### config.mk
export PLATFORM = sky130hd
export DESIGN_NAME = rtc_elapsed_time_registers
export DESIGN_NICKNAME = d
export VERILOG_FILES = /design/src/rtl/rtcet_pkg.sv /design/src/rtl/rtcet_in_stage.sv /design/src/rtl/rtcet_time_core.sv /design/src/rtl/rtc_elapsed_time_registers.sv
export SDC_FILE = /design/constraint.sdc
export NUM_CORES = 1
export LEC_CHECK = 0
export ABC_AREA = 1
export BUFFER_PORTS_ARGS = -buffer_cell sky130_fd_sc_hd__buf_2
export CAP_MARGIN = 5
export CELL_PAD_IN_SITES_DETAIL_PLACEMENT = 1
export CELL_PAD_IN_SITES_GLOBAL_PLACEMENT = 2
export CORE_MARGIN = 5
export CORE_UTILIZATION = 35
export DETAILED_ROUTE_END_ITERATION = 10
export GPL_TIMING_DRIVEN = 0
export PLACE_DENSITY = 0.86
export SLEW_MARGIN = 20
export SYNTH_ARGS = -nofsm -noshare
export SYNTH_HDL_FRONTEND = slang
export SYNTH_HIERARCHICAL = 1
export SYNTH_SLANG_ARGS = --single-unit
### constraint.sdc
create_clock -name i_clk -period 3.8 [get_ports i_clk]
set_input_delay 0.57 -clock i_clk [delete_from_list [all_inputs] [get_ports i_clk]]
set_output_delay 0.57 -clock i_clk [all_outputs]
set_load 0.01 [all_outputs]
### src/rtl/rtcet_pkg.sv
// Shared types, codes and helper functions for the elapsed-time RTC block.
package rtcet_pkg;

    // Field widths of one transfer.
    localparam int OP_W   = 2;
    localparam int SEL_W  = 4;
    localparam int DATA_W = 8;

    // Widths of the mixed-radix time fields.
    localparam int SEC_W  = 6;
    localparam int MIN_W  = 6;
    localparam int HOUR_W = 5;
    localparam int DAY_W  = 9;

    // Operation codes.
    localparam logic [OP_W-1:0] OP_READ  = 2'd0;
    localparam logic [OP_W-1:0] OP_WRITE = 2'd1;
    localparam logic [OP_W-1:0] OP_TICK  = 2'd2;

    // Register selects.
    localparam logic [SEL_W-1:0] SEL_SEC    = 4'd8;
    localparam logic [SEL_W-1:0] SEL_MIN    = 4'd9;
    localparam logic [SEL_W-1:0] SEL_HOUR   = 4'd10;
    localparam logic [SEL_W-1:0] SEL_DAY_LO = 4'd11;
    localparam logic [SEL_W-1:0] SEL_DAY_HI = 4'd12;

    // Last legal value of each wrapping field.
    localparam logic [SEC_W-1:0]  SEC_MAX  = 6'd59;
    localparam logic [MIN_W-1:0]  MIN_MAX  = 6'd59;
    localparam logic [HOUR_W-1:0] HOUR_MAX = 5'd23;

    // One input item.
    typedef struct packed {
        logic [OP_W-1:0]   op;
        logic [SEL_W-1:0]  reg_select;
        logic [DATA_W-1:0] write_data;
    } t_item;

    // Byte reduced mod 60 by three conditional subtractions.
    function automatic logic [SEC_W-1:0] mod60(input logic [DATA_W-1:0] d);
        logic [DATA_W-1:0] r;
        r = d;
        if (r >= 8'd240) r = r - 8'd240;
        if (r >= 8'd120) r = r - 8'd120;
        if (r >= 8'd60)  r = r - 8'd60;
        return r[SEC_W-1:0];
    endfunction

    // Byte reduced mod 24 by four conditional subtractions.
    function automatic logic [HOUR_W-1:0] mod24(input logic [DATA_W-1:0] d);
        logic [DATA_W-1:0] r;
        r = d;
        if (r >= 8'd192) r = r - 8'd192;
        if (r >= 8'd96)  r = r - 8'd96;
        if (r >= 8'd48)  r = r - 8'd48;
        if (r >= 8'd24)  r = r - 8'd24;
        return r[HOUR_W-1:0];
    endfunction

endpackage

### src/rtl/rtcet_in_stage.sv
// Input register stage that captures one item per transfer.
module rtcet_in_stage
    import rtcet_pkg::*;
(
    input  logic  i_clk,
    input  logic  i_rst_n,
    input  logic  i_valid,
    input  t_item i_item,
    input  logic  i_advance,
    output logic  o_ready,
    output logic  o_valid,
    output t_item o_item
);

    logic  r_valid;
    logic  n_valid;
    t_item r_item;

    // The stage takes a new item when empty or when its item moves on.
    assign o_ready = !r_valid || i_advance;

    always_comb begin
        n_valid = r_valid;
        if (o_ready) begin
            n_valid = i_valid;
        end
    end

    // Valid flag.
    always_ff @(posedge i_clk) begin
        if (!i_rst_n) begin
            r_valid <= 1'b0;
        end else begin
            r_valid <= n_valid;
        end
    end

    // Payload needs no reset.
    always_ff @(posedge i_clk) begin
        if (o_ready && i_valid) begin
            r_item <= i_item;
        end
    end

    assign o_valid = r_valid;
    assign o_item  = r_item;

endmodule

### src/rtl/rtcet_time_core.sv
// Time fields, their update per item, and the result register.
module rtcet_time_core
    import rtcet_pkg::*;
(
    input  logic              i_clk,
    input  logic              i_rst_n,
    input  logic              i_valid,
    input  t_item             i_item,
    input  logic              i_ready,
    output logic              o_advance,
    output logic              o_valid,
    output logic [DATA_W-1:0] o_read_data
);

    logic [SEC_W-1:0]  r_sec,  n_sec;
    logic [MIN_W-1:0]  r_min,  n_min;
    logic [HOUR_W-1:0] r_hour, n_hour;
    logic [DAY_W-1:0]  r_day,  n_day;
    logic              r_out_valid, n_out_valid;
    logic [DATA_W-1:0] r_read_data;
    logic [DATA_W-1:0] read_val;
    logic              fire;

    // The item moves into the result register when that register is free or drains.
    assign o_advance = !r_out_valid || i_ready;
    assign fire      = i_valid && o_advance;

    // Field selected by a read.
    always_comb begin
        case (i_item.reg_select)
            SEL_SEC:    read_val = {{(DATA_W-SEC_W){1'b0}}, r_sec};
            SEL_MIN:    read_val = {{(DATA_W-MIN_W){1'b0}}, r_min};
            SEL_HOUR:   read_val = {{(DATA_W-HOUR_W){1'b0}}, r_hour};
            SEL_DAY_LO: read_val = r_day[DATA_W-1:0];
            SEL_DAY_HI: read_val = {{(DATA_W-1){1'b0}}, r_day[DAY_W-1]};
            default:    read_val = '0;
        endcase
    end

    // Next state of the clock fields.
    always_comb begin
        n_sec  = r_sec;
        n_min  = r_min;
        n_hour = r_hour;
        n_day  = r_day;
        if (fire) begin
            case (i_item.op)
                OP_WRITE: begin
                    case (i_item.reg_select)
                        SEL_SEC:    n_sec  = mod60(i_item.write_data);
                        SEL_MIN:    n_min  = mod60(i_item.write_data);
                        SEL_HOUR:   n_hour = mod24(i_item.write_data);
                        SEL_DAY_LO: n_day  = {r_day[DAY_W-1], i_item.write_data};
                        SEL_DAY_HI: n_day  = {i_item.write_data[0], r_day[DATA_W-1:0]};
                        default:    n_day  = r_day;
                    endcase
                end
                OP_TICK: begin
                    // Ripple carry through seconds, minutes, hours and days.
                    if (r_sec == SEC_MAX) begin
                        n_sec = '0;
                        if (r_min == MIN_MAX) begin
                            n_min = '0;
                            if (r_hour == HOUR_MAX) begin
                                n_hour = '0;
                                n_day  = r_day + 1'b1;
                            end else begin
                                n_hour = r_hour + 1'b1;
                            end
                        end else begin
                            n_min = r_min + 1'b1;
                        end
                    end else begin
                        n_sec = r_sec + 1'b1;
                    end
                end
                default: begin
                    n_sec = r_sec;
                end
            endcase
        end
    end

    // Result valid flag.
    always_comb begin
        n_out_valid = r_out_valid;
        if (o_advance) begin
            n_out_valid = i_valid;
        end
    end

    // Clock fields and result valid.
    always_ff @(posedge i_clk) begin
        if (!i_rst_n) begin
            r_sec       <= '0;
            r_min       <= '0;
            r_hour      <= '0;
            r_day       <= '0;
            r_out_valid <= 1'b0;
        end else begin
            r_sec       <= n_sec;
            r_min       <= n_min;
            r_hour      <= n_hour;
            r_day       <= n_day;
            r_out_valid <= n_out_valid;
        end
    end

    // Result data; only a read returns a nonzero byte.
    always_ff @(posedge i_clk) begin
        if (fire) begin
            r_read_data <= (i_item.op == OP_READ) ? read_val : '0;
        end
    end

    assign o_valid     = r_out_valid;
    assign o_read_data = r_read_data;

endmodule

### src/rtl/rtc_elapsed_time_registers.sv
// An item passes from the input register to the result register; an output stall holds the
// result in the result register and backs up the input register.
// Throughput: one item per cycle unless the output stalls; each register holds one item.
// A tick carries through the seconds, minutes, hours and day fields, a write sets one field, a read changes none.
// Reset (synchronous, active low) clears the elapsed time to zero and empties both stages.
// Top level of the elapsed-time real-time clock register block.
module rtc_elapsed_time_registers
    import rtcet_pkg::*;
(
    input  logic              i_clk,
    input  logic              i_rst_n,
    input  logic              i_valid,
    output logic              o_ready,
    input  logic [OP_W-1:0]   i_op,
    input  logic [SEL_W-1:0]  i_reg_select,
    input  logic [DATA_W-1:0] i_write_data,
    output logic              o_valid,
    input  logic              i_ready,
    output logic [DATA_W-1:0] o_read_data
);

    t_item in_item;
    t_item stage_item;
    logic  stage_valid;
    logic  advance;

    assign in_item = '{op: i_op, reg_select: i_reg_select, write_data: i_write_data};

    // Input register.
    rtcet_in_stage u_in_stage (
        .i_clk     (i_clk),
        .i_rst_n   (i_rst_n),
        .i_valid   (i_valid),
        .i_item    (in_item),
        .i_advance (advance),
        .o_ready   (o_ready),
        .o_valid   (stage_valid),
        .o_item    (stage_item)
    );

    // Clock fields and result register.
    rtcet_time_core u_time_core (
        .i_clk       (i_clk),
        .i_rst_n     (i_rst_n),
        .i_valid     (stage_valid),
        .i_item      (stage_item),
        .i_ready     (i_ready),
        .o_advance   (advance),
        .o_valid     (o_valid),
        .o_read_data (o_read_data)
    );

endmodule

* After elaboration in Yosys (flattened, before gate mapping)
Index checks and enable logic that the tools add are counted.
** Operators by class
- Reduce and logical (&&, ||, !) cells :: 13
- Mux-type cells :: 48
- Divide/modulo/power cells :: 0
- Bitwise logic cells :: 0
- Order comparisons :: 9
- Multipliers :: 0
- Shifts and indexed selects :: 0
- Eq/ne operators :: 20
- $add $sub $neg :: 13
** Operators with widths (count)
- two-way mux 8 bit :: 27
- two-way mux 6 bit :: 7
- one-hot mux 8 bit (5 select lines) :: 1
- one-hot mux 9 bit (2 select lines) :: 2
- two-way mux 9 bit :: 3
- two-way mux 5 bit :: 5
- greater-or-equal comparator 8 x 6 -> 1 bit, second input constant :: 3
- greater-or-equal comparator 8 x 7 -> 1 bit, second input constant :: 3
- one-hot mux 6 bit (2 select lines) :: 2
- subtractor 8 x 7 -> 8 bit, second input constant :: 3
- == test 4 bit, second input constant :: 5
- greater-or-equal comparator 8 bit, second input constant :: 2
- subtractor 8 bit, second input constant :: 2
- inequality test 2 bit, second input constant :: 7
- AND reduction 7 bit :: 2
- adder 6 x 1 -> 6 bit, second input constant :: 2
- == test 6 bit, second input constant :: 2
- subtractor 6 bit, second input constant :: 2
- one-hot mux 5 bit (2 select lines) :: 1
- adder 9 x 1 -> 9 bit, second input constant :: 1
- greater-or-equal comparator 8 x 5 -> 1 bit, second input constant :: 1
- subtractor 8 x 6 -> 8 bit, second input constant :: 1
- inequality test 2 x 1 -> 1 bit, second input constant :: 3
- adder 5 x 1 -> 5 bit, second input constant :: 1
- 12 further kinds :: 15
** Word-level totals
- Register bits after elaboration :: 50
- Memory bits (writable) :: 0
- Bits of input ports :: 18
- Memories :: 0
- Bits in read-only memories :: 0
- Bits in latches :: 0

* Longest topological paths before layout
Gate-level depths: netlist of the first run.
- Depth in word-level cells :: 19
- Mapped depth :: 23
- Gate-level depth less buffers :: 22

* By module
Netlist of the first run, hierarchy kept.
** Modules (own cells, without submodules)
- rtcet_time_core :: times used 1, cells an instance 405, area each 2732.6 um2, sequential area each 780.7 um2
- rtcet_in_stage :: times used 1, cells an instance 21, area each 471.7 um2, sequential area each 440.4 um2

* Least setup slack after synthesis of the first run
OpenSTA, ideal clock, no wires.
- Path kind :: reg-to-reg
- Start :: reg u_in_stage.r_item (netlist bit u_in_stage/o_item[6])
- End :: reg u_time_core.r_min[5]
- Arrival time :: 2691 ps
- Buffers on the path :: 0
- Stages on the path, launching flop included :: 18
- Data required time :: 3678 ps
- Setup slack :: 987 ps
- Cell sequence :: edfxtp_1 > ha_1 > nand3_1 > nand2_1 > inv_1 > ha_1 > nand2_1 > nor2_1 > nand2_1 > nand3_4 > xor2_1 > ha_1 > nand2_1 > o21ai_2 > or2_0 > nand2_1 > nand2_2 > a21oi_2
** Between the ends
- Cells in the longest elaborated chain, start to end :: 14
- Elaborated cells between the ends (all ways) :: 17
- Those cells by class :: 3 x add/sub; 3 x order compare; 11 x mux
** Ends and longest elaborated chain
- start: declaration :: RTL line rtcet_in_stage.sv:17 : t_item r_item;
- start signal: assignment :: RTL line rtcet_in_stage.sv:41 : r_item <= i_item;
- subtractor 8 bit / greater-or-equal comparator 8 bit (equally long branches) :: RTL line rtcet_pkg.sv:43 : if (r >= 8'd240) r = r - 8'd240;
- two-way mux 8 bit (*) :: RTL line rtcet_pkg.sv:43
- two-way mux 8 bit (*) :: RTL line rtcet_time_core.sv:49 : case (i_item.reg_select)
- two-way mux 8 bit (*) :: RTL line rtcet_time_core.sv:47 : case (i_item.op)
- two-way mux 8 bit (*) :: RTL line rtcet_time_core.sv:46 : if (fire) begin
- subtractor 8 x 7 -> 8 bit / greater-or-equal comparator 8 x 7 -> 1 bit (equally long branches) :: RTL line rtcet_pkg.sv:44 : if (r >= 8'd120) r = r - 8'd120;
- two-way mux 8 bit (*) :: RTL line rtcet_pkg.sv:44
- two-way mux 8 bit (*) :: RTL line rtcet_time_core.sv:49
- two-way mux 8 bit (*) :: RTL line rtcet_time_core.sv:47
- two-way mux 8 bit (*) :: RTL line rtcet_time_core.sv:46
- greater-or-equal comparator 8 x 6 -> 1 bit / subtractor 6 bit (equally long branches) :: RTL line rtcet_pkg.sv:45 : if (r >= 8'd60) r = r - 8'd60;
- two-way mux 6 bit (*) :: RTL line rtcet_pkg.sv:45
- two-way mux 6 bit (*) :: RTL line rtcet_time_core.sv:49
- one-hot mux 6 bit (2 select lines) (*) :: RTL line rtcet_time_core.sv:47
- end signal: assignment :: RTL line rtcet_time_core.sv:102 : r_min <= n_min;
- end: declaration :: RTL line rtcet_time_core.sv:16 : logic [MIN_W-1:0] r_min, n_min;
Every way passes the cells marked *; elsewhere a longest branch is shown, timed or not. The select of a mux whose other input is x is not followed.
A chain may end at the register's enable or synchronous reset.

* Worst setup path in the final report of the first run
- Start :: reg u_in_stage.r_item (netlist bit u_in_stage/o_item[6])
- End :: reg u_time_core.r_sec[2]
** Between the ends
- Cells in the longest elaborated chain, start to end :: 14
- Elaborated cells between the ends (all ways) :: 17
- Those cells by class :: 3 x add/sub; 3 x order compare; 11 x mux
** Ends and longest elaborated chain
- subtractor 8 bit / greater-or-equal comparator 8 bit (equally long branches) :: RTL line rtcet_pkg.sv:43
- two-way mux 8 bit (*) :: RTL line rtcet_pkg.sv:43
- two-way mux 8 bit (*) :: RTL line rtcet_time_core.sv:49
- two-way mux 8 bit (*) :: RTL line rtcet_time_core.sv:47
- two-way mux 8 bit (*) :: RTL line rtcet_time_core.sv:46
- subtractor 8 x 7 -> 8 bit / greater-or-equal comparator 8 x 7 -> 1 bit (equally long branches) :: RTL line rtcet_pkg.sv:44
- two-way mux 8 bit (*) :: RTL line rtcet_pkg.sv:44
- two-way mux 8 bit (*) :: RTL line rtcet_time_core.sv:49
- two-way mux 8 bit (*) :: RTL line rtcet_time_core.sv:47
- two-way mux 8 bit (*) :: RTL line rtcet_time_core.sv:46
- greater-or-equal comparator 8 x 6 -> 1 bit / subtractor 6 bit (equally long branches) :: RTL line rtcet_pkg.sv:45
- two-way mux 6 bit (*) :: RTL line rtcet_pkg.sv:45
- two-way mux 6 bit (*) :: RTL line rtcet_time_core.sv:49
- one-hot mux 6 bit (2 select lines) (*) :: RTL line rtcet_time_core.sv:47
- end signal: assignment :: RTL line rtcet_time_core.sv:101 : r_sec <= n_sec;
- end: declaration :: RTL line rtcet_time_core.sv:15 : logic [SEC_W-1:0] r_sec, n_sec;
Marks and branches as above.

==> reports/metrics.csv, run 1 <==
stage,metric,value,unit
synth,top-count cell post-synth,nand2_1,
synth,#FFs+latches synth,50,
drt,post-route ant nets,0,
power,LEAKAGE,1.55,nW
sta,Hold Fails Final Rpt,0,
die,die area,11200,µm²
final_layout,Syn-to-layout area delta,12.5,%
die,Initial Utilization,0.353,
die,die height,106,µm
global_route,Overflow after GRT,0,
run,max-cap viol count,0,
setup_path,CP Class,reg2reg,
global_route,vias in the first global route,3058,
die,row count,35,
setup_path,CP Capture Type,register,
setup_path,"slowest stage delay, CP",0.53,ns
worst_hold_path,Tightest Hold Check Type,in2reg,
power,total power,1.23,mW
worst_hold_path,HP Start,i_op[0],
synth,sequential area share after synthesis,0.381,
sta,Achievable Freq,305,MHz
setup_path,Crit-path slowest cell,edfxtp_1,
outcome,status,"finished, final reports clean",
cts,CTS buffer count,5,
cts,root buf cell,clkbuf_8,
sta,post-route clock period utilization,0.864,
global_route,global-route wire length before repair,15000,µm
global_route,GRT Util Overall,0.168,
synth,post-synth cell types,37,
sta,Rel. slew slack,0.449,
drt,vias,3006,
power,pwr/cell area,341,nW/µm²
drt,Vias per Instance,5.25,
cts,clk slew on worst S/H paths,0.10,ns
cts,Post-CTS Setup Bufs,0,
setup_path,Buf/Inv on CP,1,
drt,TritonRoute pass-1 iters,4,
die,# IOs,28,
setup_path,Critical Path Start,u_in_stage/o_item[6],
cts,H-Tree Depth,2,
cts,CTS Buffer Depth,2,
sta,Period minus WS final,3.28,ns
drt,WL per Instance,16.0,µm
sta,Final Skew,0.0108,ns
cts,CTS tree,built,
drt,Starting DRT DRC Count,96,
final_layout,Non-Filler Instances,573,
placement,GP Congestion,0.882,
sta,# setup viols final,0,
synth,post-synth top area share,0.206,
setup_path,Crit Reg-Reg Startpoint,u_in_stage/o_item[6],
setup_path,"Cell Chain, Critical Path",ha_1 > nand3_1 > nand2_1 > inv_1 > ha_1 > nand2_1 > nor2_1 > nand2_1 > nand3_4 > xor2_1 > ha_1 > nand2_1 > o21ai_2 > a21oi_1 > o21ai_0 > a21oi_1,
setup_path,R2R setup slack,0.52,ns
global_route,pin count of the biggest net entering global routing,17,
synth,most frequent cells after synthesis,"73 x nand2_1, 72 x inv_1, 37 x o21ai_0, 36 x a21oi_1, 36 x nand3_1",
placement,Detail Placement HPWL,7340,µm
drt,DRT Wirelength,9190,µm
placement,Port-buffer cells,27,
cts,worst skew pair latency,0.30,ns
synth,syn nets,459,
synth,Synth Warn #,6,
placement,"worst slack, placed",0.462,ns
synth,post-synthesis area per instance,7.52,µm²
setup_path,required time of the critical path,3.98,ns
sta,setup TNS,0,ns
drt,DRC,0,
setup_path,"Max FO, Critical Path",8,
die,die extent in x,106,µm
synth,Post-synth EDFFs,22,
synth,cell accounting for the most synthesized area,edfxtp_1,
sta,Final WS setup,0.516,ns
final_layout,Final nets,494,
setup_path,CP Launch Type,register,
final_layout,layout cells sized above 1,0.128,
setup_path,Crit path max-delay family,simple AND/OR/NAND/NOR gates,
sta,unrepaired setup endpoints after global routing,false,
final_layout,Ant. Diodes,0,
global_route,initial antenna violation count,0,
setup_path,Worst path most repeated cell,nand2_1,
cts,Post-CTS Resized,0,
synth,synthesized netlist cell count,426,
die,core area,9060,µm²
synth,dominant cells by area after synthesis,"edfxtp_1 21%, dfxtp_1 17%, nand2_1 8.6%",
cts,clock sink count,50,
power,worst vdd ir,0.199,mV
sta,Worst Tran Pin Value,0.820,ns
setup_path,CP arrival,3.46,ns
synth,"Top FF cell, synth",dfxtp_1,
synth,ys async rst share,0,
cts,Hold Buf Count CTS,0,
sta,max-slew violation count,0,
synth,Post-Syn Area,3200,µm²
placement,placed instance count,565,
## cell families after synthesis
group	after synthesis	share of synthesized area
adders and majority gates	15	0.0586
and+or+nand+nor	152	0.211
AOI/OAI and AO/OA	110	0.201
DFF	50	0.381
buffers and inverters	81	0.0968
xor gates and xnor gates	18	0.0515
## worst paths after layout
check / end / cells after the start
hold reg to reg: u_time_core/r_day[7] / 2
hold / removal: u_in_stage/o_item[12] / 1
setup reg to reg: u_time_core/r_sec[2] / 16
setup / recovery: u_time_core/r_sec[2] / 16
## worst reg2reg max path: cells and delay by family (launching register included)
kind | cells | cell delay, ns
compound gates | 4 | 0.64
xor+xnor | 1 | 0.26
fa+ha+maj | 3 | 0.77
buf+inv | 1 | 0.12
flops | 1 | 0.53
simple gates | 7 | 0.85
## state kept, by name, indices dropped and copies added, names as in the netlist
register / flops
u_in_stage/o_item: 14
u_time_core/r_day: 9
u_time_core/o_read_data: 8
u_time_core/r_min: 6
u_time_core/r_sec: 6
u_time_core/r_hour: 5
u_in_stage/o_valid: 1
u_time_core/o_valid: 1
## where the power goes
group / internal (mW) / switching (mW) / total (mW)
Sequential: 0.587 / 0.0235 / 0.610
Combinational: 0.0765 / 0.152 / 0.228
Clock: 0.198 / 0.193 / 0.391
## metrics by stage
| stage | hold slack [ns] | cell area [µm²] | utilization |
|---|---|---|---|
| after global routing | 0.414 | 3610 | 0.398 |
| after global placement | 0.478 | 3480 | 0.384 |
| after CTS | 0.423 | 3610 | 0.398 |
| after floorplan | 0.457 | 3200 | - |
| after detailed placement | 0.483 | 3490 | 0.385 |
| final | 0.431 | 3610 | 0.398 |
## cell type report
cell class / count / area, µm²
fill: 1150 / 5460
timing repair buffer: 28 / 146
sequential: 50 / 1220
tap: 111 / 139
buffer: 7 / 32.5
inverter: 74 / 278
clock inverter: 3 / 43.8
multi-input combinational: 295 / 1680
clock buffer: 5 / 68.8
## metal layers
layer / track usage / routed length [µm] / share of wire
met3: 0.0220 / 250 / 0.027
met2: 0.294 / 4510 / 0.49
met5: 0 / 0 / 0
met1: 0.223 / 4370 / 0.48
met4: 0.0315 / 59 / 0.0064
## cells in the final DEF, fill, tap and decap left out, types with 2 or more instances in the layout
cell | Yosys | final
a21oi_1 | 36 | 35
a21oi_2 | 4 | 5
a221oi_1 | 3 | 3
a31oi_1 | 9 | 9
buf_2 | 2 | 29
clkbuf_1 | 4 | 4
clkbuf_8 | 0 | 5
dfxtp_1 | 28 | 28
edfxtp_1 | 22 | 22
ha_1 | 15 | 15
inv_1 | 72 | 72
inv_2 | 2 | 2
nand2_1 | 73 | 73
nand2_2 | 4 | 4
nand3_1 | 36 | 36
nor2_1 | 22 | 22
nor2_2 | 2 | 2
nor3_1 | 11 | 11
o211ai_1 | 3 | 3
o21ai_0 | 37 | 37
o21ai_1 | 2 | 2
o21ai_2 | 3 | 3
o22ai_1 | 6 | 6
xor2_1 | 16 | 16
Power figures use the tool's default switching activity.
==> run 2, diff against run 1 <==
Settings changed: CAP_MARGIN 5 to 10, CTS_CLUSTER_SIZE from default to 16.
Clock period 3.8 ns to 3.15 ns, I/O delays scaled along.
==> run 2 against run 1 <==
Hold slack got worse by 0.098 ns; critical path depth fell by 1; final area rose by 3.2%; clock-buffer cell count unchanged; fmax rose by 14%; highest routed layer unchanged.
==> reports/metrics.csv, run 2 (synthesis results as in run 1) <==
stage,metric,value,unit,change
worst_hold_path,HP Start,i_op[0],,
power,clock group share of total power,0.314,,-0.004
sta,Final Skew,0.0107,ns,-0.0000828 ns
final_layout,Ant. Diodes,0,,unchanged
die,die extent in x,106,µm,unchanged
cts,worst skew pair latency,0.30,ns,about the same
die,die area,11200,µm²,unchanged
drt,WL per Instance,16.3,µm,+1.5%
setup_path,Worst path most repeated cell,nand2_1,,
power,Sw Share,0.302,,+0.00245
cts,H-Tree Depth,2,,unchanged
die,# IOs,28,,unchanged
cts,root buf cell,clkbuf_8,,
sta,post-route clock period utilization,0.913,,+0.0484
setup_path,CP arrival,3.06,ns,-0.40 ns
final_layout,most frequent cells in the layout,"73 x nand2_1, 72 x inv_1, 36 x o21ai_0, 35 x nand3_1, 35 x a21oi_1",,
final_layout,"most common cell after layout, fill and taps aside",nand2_1,,
power,pwr/cell area,404,nW/µm²,+19%
final_layout,Non-Filler Instances,581,,+1.4%
global_route,pin count of the biggest net entering global routing,17,,unchanged
power,switching power,454,µW,+23%
sta,Hold Fails Final Rpt,0,,unchanged
final_layout,Final nets,502,,+1.6%
power,total power,1.51,mW,+22%
setup_path,CP Launch Type,register,,
global_route,global-route wire length before repair,15100,µm,+0.69%
sta,Worst Hold Slack,0.333,ns,-0.0977 ns
drt,DRC,0,,unchanged
power,combinational fraction of design power,0.199,,+0.013
die,row count,35,,unchanged
power,part of the power in registers,0.487,,-0.010
sta,Final WS setup,0.275,ns,-0.241 ns
cts,CTS buffer count,5,,unchanged
setup_path,CP Class,reg2reg,,
cts,CTS tree,built,,
cts,clock sink count,50,,unchanged
placement,"worst slack, placed",-0.188,ns,-0.650 ns
setup_path,CP Capture Type,register,,
placement,placed instance count,565,,unchanged
placement,DP Area,3490,µm²,unchanged
global_route,initial antenna violation count,0,,unchanged
sta,Achievable Freq,348,MHz,+14%
die,Initial Utilization,0.353,,unchanged
die,core area,9060,µm²,unchanged
setup_path,Crit Reg-Reg Startpoint,u_in_stage/o_item[4],,
drt,Vias per Instance,5.22,,-0.52%
power,internal power,1.05,mW,+22%
drt,TritonRoute pass-1 iters,4,,unchanged
sta,unrepaired setup endpoints after global routing,false,,
sta,setup TNS,0,ns,unchanged
worst_hold_path,Tightest Hold Check Type,in2reg,,
power,LEAKAGE,1.60,nW,+2.9%
sta,Worst Tran Pin Value,0.869,ns,+0.0488 ns
sta,Period minus WS final,2.87,ns,-0.409 ns
cts,CTS Buffer Depth,2,,unchanged
sta,Rel. slew slack,0.416,,-0.0328
placement,Detail Placement HPWL,7340,µm,unchanged
setup_path,"Max FO, Critical Path",7,,-1
power,worst vdd ir,0.240,mV,+21%
die,die height,106,µm,unchanged
final_layout,layout cells sized above 1,0.160,,+0.0319
sta,max-slew violation count,0,,unchanged
setup_path,"slowest stage delay, CP",0.40,ns,-0.13 ns
global_route,Overflow after GRT,0,,unchanged
setup_path,"Cell Chain, Critical Path",buf_4 > inv_1 > ha_1 > o21ai_4 > nand2_1 > nor2_2 > nand2_1 > nand3_4 > xor2_4 > ha_2 > nand2_1 > o21ai_4 > nand3_1 > o211ai_1 > a21oi_1,,
setup_path,Crit-path slowest cell,edfxtp_1,,
setup_path,Critical Path Start,u_in_stage/o_item[4],,
global_route,GRT Util Overall,0.169,,+0.00103
run,max-cap viol count,0,,unchanged
drt,vias,3032,,+0.86%
final_layout,max FFs per register,14,,unchanged
placement,GP Congestion,0.882,,unchanged
drt,DRT Wirelength,9460,µm,+2.9%
global_route,vias in the first global route,3092,,+1.1%
final_layout,Final Core Density,0.411,,+0.0128
placement,Port-buffer cells,27,,unchanged
cts,clk slew on worst S/H paths,0.10,ns,about the same
setup_path,required time of the critical path,3.34,ns,-0.64 ns
drt,post-route ant nets,0,,unchanged
final_layout,Syn-to-layout area delta,16.2,%,
drt,Starting DRT DRC Count,72,,-25%
outcome,status,"finished, final reports clean",,
final_layout,Final Cell Area,3720,µm²,+3.2%
sta,# setup viols final,0,,unchanged
[run 2: changes by cell type in the layout (fill, tap and decap cells not counted), moves of 2 or more]
cell    delta
nor2_1     -2
nor2_2     +2
ha_1       -2
buf_4      +8
[run 2: worst paths after layout]
check,endpoint,depth (start not counted),slack (ns)
max,u_time_core/r_sec[4],15,0.28
min,u_in_stage/o_item[12],1,0.33
max reg2reg,u_time_core/r_sec[4],15,0.28
min reg2reg,u_time_core/r_day[7],2,0.49
[run 2: per-layer routing]
layer | vias up | routed length [µm] | track usage
li1 | 1512 | - | -
met1 | 1475 | 4400 | 0.223
met2 | 41 | 4780 | 0.297
met3 | 4 | 218 | 0.0220
met4 | 0 | 59 | 0.0315
met5 | - | 0 | 0
[run 2: layout make-up]
type	count	area (µm²)
fill	1144	5340
multi-input combinational	295	1730
sequential	50	1220
inverter	74	278
timing repair buffer	36	206
tap	111	139
clock buffer	5	68.8
clock inverter	3	43.8
buffer	7	33.8
[run 2: repair_timing]
| item | in CTS | in global routing |
|---|---|---|
| pin swaps | 0 | 1 |
| setup endpoints to repair | 8 | 15 |
| resized for setup | 2 | 11 |
| hold buffers | 0 | 0 |
| hold endpoints to repair | 0 | 0 |
| buffers inserted | 4 | 4 |
[run 2: critical path: cells and delay by family, from the launching register on]
kind,cells,cell delay [ns]
adders and majority gates,2,0.50
AOI/OAI and AO/OA,4,0.73
xor gates and xnor gates,1,0.18
DFF,1,0.40
and+or+nand+nor,6,0.64
buffers and inverters,2,0.30
[run 2: power groups by stage]
stage          combinational, mW  clock, mW  sequential, mW
2_1_floorplan              0.192          0           0.745
3_3_place_gp               0.265          0           0.750
3_5_place_dp               0.277          0           0.752
4_1_cts                    0.289      0.481           0.733
5_1_grt                    0.338      0.514           0.738
6_report                   0.300      0.472           0.734
